**src/design/crc32c_pkg.sv**
```systemverilog
`timescale 1ns / 1ps

package crc32c_pkg;

  localparam int unsigned BytesPerWord = 8;
  localparam int unsigned WordBytes    = 8;
  localparam int unsigned LaneCnt      = (BytesPerWord > WordBytes) ? WordBytes : BytesPerWord;
  localparam int unsigned LaneIdxW     = (LaneCnt > 1) ? $clog2(LaneCnt) : 1;

  localparam logic [31:0] CrcPoly  = 32'h82F6_3B78;
  localparam logic [31:0] CrcInv   = 32'hFFFF_FFFF;
  localparam logic [7:0]  ByteMask = 8'hFF;

  typedef logic [31:0] crc_t;
  typedef logic [3:0]  count_t;
  typedef logic [LaneIdxW-1:0] lane_idx_t;
  typedef logic [LaneCnt-1:0][31:0] lane_terms_t;

  typedef struct packed {
    logic [31:0] crc_value;
    logic        is_last;
  } result_t;

  function automatic crc_t crc_byte_step(crc_t crc_in, logic [7:0] data);
    crc_t c;
    c = crc_in ^ {24'd0, data & ByteMask};
    for (int b = 0; b < 8; b++) begin
      c = c[0] ? ((c >> 1) ^ CrcPoly) : (c >> 1);
    end
    return c;
  endfunction

endpackage

```
**src/design/crc32c_in_if.sv**
```systemverilog
`timescale 1ns / 1ps

interface crc32c_in_if;
  logic        valid;
  logic        ready;
  logic [63:0] data_word;
  logic [3:0]  byte_count;
  logic        first;
  logic        last;
  logic [31:0] prior_crc;

  modport source (output valid, output data_word, output byte_count, output first,
                  output last, output prior_crc, input ready);
  modport sink   (input valid, input data_word, input byte_count, input first,
                  input last, input prior_crc, output ready);
endinterface

```
**src/design/crc32c_out_if.sv**
```systemverilog
`timescale 1ns / 1ps

interface crc32c_out_if;
  logic        valid;
  logic        ready;
  logic [31:0] crc_value;
  logic        is_last;

  modport source (output valid, output crc_value, output is_last, input ready);
  modport sink   (input valid, input crc_value, input is_last, output ready);
endinterface

```
**src/design/crc32c_lane.sv**
```systemverilog
`timescale 1ns / 1ps

module crc32c_lane (
  input  crc32c_pkg::lane_idx_t lane_idx_i,
  input  logic [63:0]           data_word_i,
  input  crc32c_pkg::count_t    byte_count_i,
  output crc32c_pkg::crc_t      term_o
);

  logic [4:0]  pos_sum;
  logic [2:0]  src_idx;
  logic        lane_used;
  logic [63:0] shifted;
  logic [7:0]  lane_byte;
  crc32c_pkg::crc_t acc;

  // Valid bytes sit at the top lanes; lower lanes see zero.
  assign pos_sum   = 5'(lane_idx_i) + 5'(byte_count_i);
  assign lane_used = (pos_sum >= 5'(crc32c_pkg::LaneCnt));
  assign src_idx   = 3'(pos_sum - 5'(crc32c_pkg::LaneCnt));
  assign shifted   = data_word_i >> {src_idx, 3'b000};
  assign lane_byte = lane_used ? shifted[7:0] : 8'd0;

  always_comb begin
    acc = crc32c_pkg::crc_byte_step(32'd0, lane_byte);
    for (int k = 0; k < int'(crc32c_pkg::LaneCnt) - 1; k++) begin
      if (k < (int'(crc32c_pkg::LaneCnt) - 1 - int'(lane_idx_i))) begin
        acc = crc32c_pkg::crc_byte_step(acc, 8'd0);
      end
    end
  end

  assign term_o = acc;

endmodule

```
**src/design/crc32c_merge.sv**
```systemverilog
`timescale 1ns / 1ps

module crc32c_merge (
  input  crc32c_pkg::crc_t        start_crc_i,
  input  crc32c_pkg::count_t      byte_count_i,
  input  crc32c_pkg::lane_terms_t lane_terms_i,
  output crc32c_pkg::crc_t        crc_o
);

  crc32c_pkg::crc_t advanced;
  crc32c_pkg::crc_t folded;

  // Advance the start value over one zero byte per absorbed byte.
  always_comb begin
    advanced = start_crc_i;
    for (int k = 0; k < int'(crc32c_pkg::LaneCnt); k++) begin
      if (4'(k) < byte_count_i) begin
        advanced = crc32c_pkg::crc_byte_step(advanced, 8'd0);
      end
    end
  end

  always_comb begin
    folded = '0;
    for (int l = 0; l < int'(crc32c_pkg::LaneCnt); l++) begin
      folded = folded ^ lane_terms_i[l];
    end
  end

  assign crc_o = advanced ^ folded;

endmodule

```
**src/design/crc32c_multibyte_engine.sv**
```systemverilog
`timescale 1ns / 1ps

// CRC-32C (reflected, polynomial 0x82F63B78) over a byte stream.
// Input channel in_i: each transfer carries up to eight bytes in data_word,
// byte 0 in bits 7:0 absorbed first; byte_count gives the valid low bytes
// (0 absorbs nothing, counts above eight act as eight). A transfer with first
// set starts from prior_crc (0 for a fresh message, or an earlier result to
// append to); otherwise it continues from the running CRC.
// Output channel out_o: exactly one result per input transfer, in order,
// with the finished CRC of all bytes so far and last echoed as is_last.
// Throughput: one input word per cycle while in_i.ready is high; all eight
// byte lanes and the merge XOR network are combinational, and the running
// CRC register closes the loop word to word. A result is valid on out_o the
// cycle after its transfer, unless out_o stalls and it goes to the skid entry.
// Backpressure: an output register plus one skid entry hold results; while
// out_o stalls, one more input is taken, then in_i.ready drops until the
// receiver resumes.
// Reset: the running CRC becomes all ones (same as prior_crc 0) and both
// result entries empty.

module crc32c_multibyte_engine (
  input logic          clk_i,
  input logic          rst_ni,
  crc32c_in_if.sink    in_i,
  crc32c_out_if.source out_o
);

  crc32c_pkg::count_t      count_sat;
  crc32c_pkg::crc_t        start_crc;
  crc32c_pkg::crc_t        crc_next;
  crc32c_pkg::lane_terms_t lane_terms;
  crc32c_pkg::result_t     new_res;

  crc32c_pkg::crc_t    crc_q, crc_d;
  crc32c_pkg::result_t main_q, main_d;
  crc32c_pkg::result_t skid_q, skid_d;
  logic                main_vld_q, main_vld_d;
  logic                skid_vld_q, skid_vld_d;

  logic push;
  logic pop;

  assign count_sat = (in_i.byte_count > 4'(crc32c_pkg::LaneCnt)) ?
                     4'(crc32c_pkg::LaneCnt) : in_i.byte_count;
  assign start_crc = in_i.first ? (in_i.prior_crc ^ crc32c_pkg::CrcInv) : crc_q;

  for (genvar g = 0; g < int'(crc32c_pkg::LaneCnt); g++) begin : g_lane
    crc32c_lane u_lane (
      .lane_idx_i   (crc32c_pkg::LaneIdxW'(g)),
      .data_word_i  (in_i.data_word),
      .byte_count_i (count_sat),
      .term_o       (lane_terms[g])
    );
  end

  crc32c_merge u_merge (
    .start_crc_i  (start_crc),
    .byte_count_i (count_sat),
    .lane_terms_i (lane_terms),
    .crc_o        (crc_next)
  );

  assign new_res.crc_value = crc_next ^ crc32c_pkg::CrcInv;
  assign new_res.is_last   = in_i.last;

  assign in_i.ready      = !skid_vld_q;
  assign push            = in_i.valid && in_i.ready;
  assign pop             = main_vld_q && out_o.ready;
  assign out_o.valid     = main_vld_q;
  assign out_o.crc_value = main_q.crc_value;
  assign out_o.is_last   = main_q.is_last;

  always_comb begin
    crc_d      = push ? crc_next : crc_q;
    main_d     = main_q;
    skid_d     = skid_q;
    main_vld_d = main_vld_q;
    skid_vld_d = skid_vld_q;
    if (skid_vld_q) begin
      if (pop) begin
        main_d     = skid_q;
        skid_vld_d = 1'b0;
      end
    end else if (main_vld_q) begin
      if (pop && push) begin
        main_d = new_res;
      end else if (pop) begin
        main_vld_d = 1'b0;
      end else if (push) begin
        skid_d     = new_res;
        skid_vld_d = 1'b1;
      end
    end else if (push) begin
      main_d     = new_res;
      main_vld_d = 1'b1;
    end
  end

  always_ff @(posedge clk_i or negedge rst_ni) begin
    if (!rst_ni) begin
      crc_q      <= crc32c_pkg::CrcInv;
      main_vld_q <= 1'b0;
      skid_vld_q <= 1'b0;
    end else begin
      crc_q      <= crc_d;
      main_vld_q <= main_vld_d;
      skid_vld_q <= skid_vld_d;
    end
  end

  always_ff @(posedge clk_i) begin
    main_q <= main_d;
    skid_q <= skid_d;
  end

  a_skid_implies_main: assert property (@(posedge clk_i) disable iff (!rst_ni)
    skid_vld_q |-> main_vld_q)
    else $error("skid entry held without output entry");

  a_crc_update: assert property (@(posedge clk_i) disable iff (!rst_ni)
    push |=> (crc_q == $past(crc_next)))
    else $error("running CRC not updated on input transfer");

  a_empty_word_hold: assert property (@(posedge clk_i) disable iff (!rst_ni)
    (push && !in_i.first && (in_i.byte_count == 4'd0)) |=> (crc_q == $past(crc_q)))
    else $error("running CRC changed on empty word");

  a_direct_result: assert property (@(posedge clk_i) disable iff (!rst_ni)
    (push && !main_vld_q) |=>
      (main_vld_q && (main_q.crc_value == ($past(crc_next) ^ crc32c_pkg::CrcInv))))
    else $error("result not presented after transfer into empty output");

endmodule
```
**src/flat_wrapper.sv**
```systemverilog
// flat-port wrapper written by rule: the top's interface ports become plain ports
module crc32c_multibyte_engine_flat 
  (clk_i, rst_ni, in_i_valid, in_i_data_word, in_i_byte_count, in_i_first, in_i_last, in_i_prior_crc, in_i_ready, out_o_valid, out_o_crc_value, out_o_is_last, out_o_ready);
  crc32c_in_if in_i_i ();
  crc32c_out_if out_o_i ();
  input logic clk_i;
  input logic rst_ni;
  input wire logic [$bits(in_i_i.valid)-1:0] in_i_valid;
  input wire logic [$bits(in_i_i.data_word)-1:0] in_i_data_word;
  input wire logic [$bits(in_i_i.byte_count)-1:0] in_i_byte_count;
  input wire logic [$bits(in_i_i.first)-1:0] in_i_first;
  input wire logic [$bits(in_i_i.last)-1:0] in_i_last;
  input wire logic [$bits(in_i_i.prior_crc)-1:0] in_i_prior_crc;
  output wire logic [$bits(in_i_i.ready)-1:0] in_i_ready;
  output wire logic [$bits(out_o_i.valid)-1:0] out_o_valid;
  output wire logic [$bits(out_o_i.crc_value)-1:0] out_o_crc_value;
  output wire logic [$bits(out_o_i.is_last)-1:0] out_o_is_last;
  input wire logic [$bits(out_o_i.ready)-1:0] out_o_ready;
  assign in_i_i.valid = in_i_valid;
  assign in_i_i.data_word = in_i_data_word;
  assign in_i_i.byte_count = in_i_byte_count;
  assign in_i_i.first = in_i_first;
  assign in_i_i.last = in_i_last;
  assign in_i_i.prior_crc = in_i_prior_crc;
  assign in_i_ready = in_i_i.ready;
  assign out_o_valid = out_o_i.valid;
  assign out_o_crc_value = out_o_i.crc_value;
  assign out_o_is_last = out_o_i.is_last;
  assign out_o_i.ready = out_o_ready;
  crc32c_multibyte_engine u_core (.clk_i(clk_i), .rst_ni(rst_ni), .in_i(in_i_i), .out_o(out_o_i));
endmodule
```
**config.mk**
```make
export PLATFORM = sky130hd
export DESIGN_NAME = crc32c_multibyte_engine_flat
export DESIGN_NICKNAME = d
export VERILOG_FILES = /design/src/design/crc32c_pkg.sv /design/src/design/crc32c_in_if.sv /design/src/design/crc32c_out_if.sv /design/src/design/crc32c_lane.sv /design/src/design/crc32c_merge.sv /design/src/design/crc32c_multibyte_engine.sv /design/src/flat_wrapper.sv
export SDC_FILE = /design/constraint.sdc
export NUM_CORES = 1
export LEC_CHECK = 0
export BUFFER_PORTS_ARGS = -buffer_cell sky130_fd_sc_hd__buf_2
export CAP_MARGIN = 5
export CORE_MARGIN = 2
export CORE_UTILIZATION = 34
export DETAILED_ROUTE_END_ITERATION = 7
export GPL_TIMING_DRIVEN = 1
export PLACE_DENSITY = 0.57
export SETUP_SLACK_MARGIN = 0.05
export SYNTH_ARGS = -nofsm -noshare
export SYNTH_HDL_FRONTEND = slang
export SYNTH_SLANG_ARGS = --single-unit
```
**constraint.sdc**
```tcl
create_clock -name clk_i -period 28 [get_ports clk_i]
set_input_delay 2.8 -clock clk_i [delete_from_list [all_inputs] [get_ports clk_i]]
set_output_delay 2.8 -clock clk_i [all_outputs]
set_load 0.03 [all_outputs]
```
==> results.json <==
{
  "cp.required_ns": 28.22,
  "io_buffers": 140,
  "wl_per_cell_um": 23.2,
  "hold_path_end": "u_core.crc_q[28]$_DFFE_PN1P_",
  "fp.dieW_um": 288,
  "layout_common_cells": "1001 x xnor2_1, 383 x xor2_1, 242 x nand2_1",
  "rsz0062_at_grt": "no",
  "clock_latency_ns": 0.35,
  "wirelength_mm": 96.7,
  "hold_class": "register to register",
  "cts_tree": "done",
  "postSynthCellCount": 3057,
  "slew_headroom_pct": 16.8,
  "hold_slack_ns": 0.479,
  "post_drt_via_cell_ratio": 5.25,
  "avgSynthCellArea_um2": 8.98,
  "hpwl_mm": 79.8,
  "holdBufCountCts": 0,
  "max_freq_mhz": 63.7,
  "setup_viol": 0,
  "clk_pin_slew_ns": 0.07,
  "cts-root-buf": "clkbuf_16",
  "drtIter0Drc": 2239,
  "grtUsageTotal_pct": 22.7,
  "ys.flop_type": "edfxtp_1",
  "antenna_found_initial": 5,
  "grt_overflow": 0,
  "r2r_start": "u_core.crc_q[1]$_DFFE_PN1P_",
  "reg2reg_depth": 34,
  "cap_violations": 0,
  "cts_buffer_depth": 2,
  "cp_data_arrival_time_ns": 15.90,
  "critPathMaxFanout": 43,
  "io_pins": 141,
  "fillerInstances": 8256,
  "grt_pass1_wl_mm": 142,
  "worst-r2r-setup-slack_ns": 15.33,
  "setup.worst_path.end_class": "register",
  "grt_max_degree": 82,
  "worst_pin_slew_ns": 1.24,
  "period_needed_ns": 15.69,
  "via_count": 21910,
  "place_congestion": 1.01,
  "cts_htree_levels": 3,
  "start_util_pct": 34.2,
  "post_dp_cell_area_mm2": 0.0292,
  "slowest_stage": "o211ai_1",
  "ctsResizeCount": 0,
  "final_common_cell": "xnor2_1",
  "path_common_cell": "xnor3_1",
  "netlist_area_mm2": 0.0275,
  "grtUsageMet2_pct": 38.0,
  "drtPass1Iterations": 5,
  "die_y_um": 288,
  "r2r-end": "u_core.out_o.crc_value[11]$_DFFE_PP_",
  "cp_top_family": "XOR/XNOR gates",
  "min_period_over_period_pct": 56.0,
  "hold_violations": 0,
  "ys_seq_area_share_pct": 10.5,
  "stdcell_area_mm2": 0.0295,
  "grt_pass1_vias": 21112,
  "status": "completed",
  "top_usage_layer": "met2",
  "core_mm2": 0.0803,
  "clock-sinks": 100,
  "post_cts_buffers": 0,
  "path_class": "primary input to register",
  "crit_buf_inv": 2,
  "cts_made_buffers": 9,
  "use_met1_pct": 31.5,
  "final.setup_skew_ns": 0.0116,
  "drc": 0,
  "drive_gt1_share_pct": 14.6,
  "use_met3_pct": 1.87,
  "slew_viol_final": 0,
  "syn_nets": 3172,
  "fp.dieArea_mm2": 0.0830,
  "rows": 104,
  "max_stage_delay_ns": 0.92,
  "synth_edf_count": 66,
  "fin_tns_setup_ns": 0,
  "area_growth_pct": 7.53,
  "ys_ff_latch": 100,
  "ys_types": 97,
  "fin_nets": 3225,
  "min_from": "u_core.crc_q[28]$_DFFE_PN1P_",
  "synth_warnings": 0,
  "start_kind": "primary input",
  "synthArstFlopShare_pct": 34.0,
  "hold_depth": 2,
  "detail-route-antenna-nets": 0
}
## synth_stat cells, types with 22 or more instances
master / count / area share (%)
a21oi_1: 154 / 2.8
buf_1: 23 / 0.31
buf_2: 22 / 0.40
buf_4: 26 / 0.71
clkbuf_1: 73 / 1.0
dfstp_2: 32 / 3.1
edfxtp_1: 66 / 7.2
mux2_2: 48 / 2.0
mux2i_1: 146 / 5.3
mux4_2: 24 / 2.0
nand2_1: 244 / 3.3
nand3_1: 24 / 0.44
nor2_1: 203 / 2.8
o211ai_1: 22 / 0.60
o21ai_0: 102 / 1.9
xnor2_1: 1001 / 32
xnor2_2: 29 / 1.7
xnor3_1: 87 / 7.1
xor2_1: 383 / 12
## stage by stage
step	setup slack (ns)	utilization, %	cells
finish	12.31	36.8	4176
global route	11.59	36.8	4175
CTS	12.47	36.8	4175
detailed placement	12.16	36.4	4159
global placement	12.26	36.4	4159
floorplan	14.03	-	3057
## logic make-up (layout without fill, tap and decap cells)
family | count (synthesis) | in the layout | synth area share (%)
AND/OR/NAND/NOR | 574 | 574 | 9.04
adder cells (fa/ha/maj) | 9 | 9 | 0.410
flip-flops | 100 | 100 | 10.5
AO/OA/AOI/OAI | 429 | 429 | 9.93
XOR/XNOR | 1544 | 1544 | 56.8
buffers and inverters | 164 | 222 | 2.83
multiplexers | 237 | 237 | 10.6
other | 0 | 1 | 0
## worst register-to-register path, delay by kind of cell, from the launching register on
kind            cells  cell delay, ns
xor+xnor           22            7.47
compound gates      7            2.90
mux                 3            0.96
flops               1            0.70
simple gates        2            0.52
## how the worst max path moves through the flow
stage	start	to	cells past startpoint
after global routing	in_i_byte_count[0]	u_core.out_o.crc_value[10]$_DFFE_PP_	35
after floorplan	in_i_byte_count[0]	u_core.out_o.crc_value[10]$_DFFE_PP_	41
after global placement	in_i_byte_count[0]	u_core.out_o.crc_value[11]$_DFFE_PP_	35
after detailed placement	in_i_byte_count[0]	u_core.out_o.crc_value[11]$_DFFE_PP_	38
final	in_i_byte_count[0]	u_core.out_o.crc_value[11]$_DFFE_PP_	35
after CTS	in_i_byte_count[0]	u_core.out_o.crc_value[11]$_DFFE_PP_	38
## flip-flops by register name (all words and copies together) (netlist names)
register / cells
u_core.crc_q: 32
u_core.out_o.is_last: 1
u_core.skid_vld_q: 1
u_core.skid_q: 33
u_core.out_o.valid: 1
u_core.out_o.crc_value: 32
## routing by layer
| metal | vias to the layer above | part of all wire, % |
|---|---|---|
| met5 | - | 0 |
| met4 | 0 | 2.8 |
| met2 | 885 | 47 |
| met3 | 132 | 6.2 |
| met1 | 10575 | 44 |
| li1 | 10318 | - |
## area by class of cell
class / instances / area [um^2] / area share (%)
multi-input combinational: 2793 / 23900 / 80.8
sequential: 100 / 2870 / 9.73
tap: 1060 / 1330 / 4.49
timing repair buffer: 191 / 1090 / 3.69
clock buffer: 10 / 229 / 0.776
clock inverter: 6 / 82.6 / 0.280
inverter: 15 / 56.3 / 0.191
antenna: 1 / 2.50 / 0.00848
Power is not shown: default switching activity piles up to over one toggle a cycle in this logic, so the estimate is an artifact.
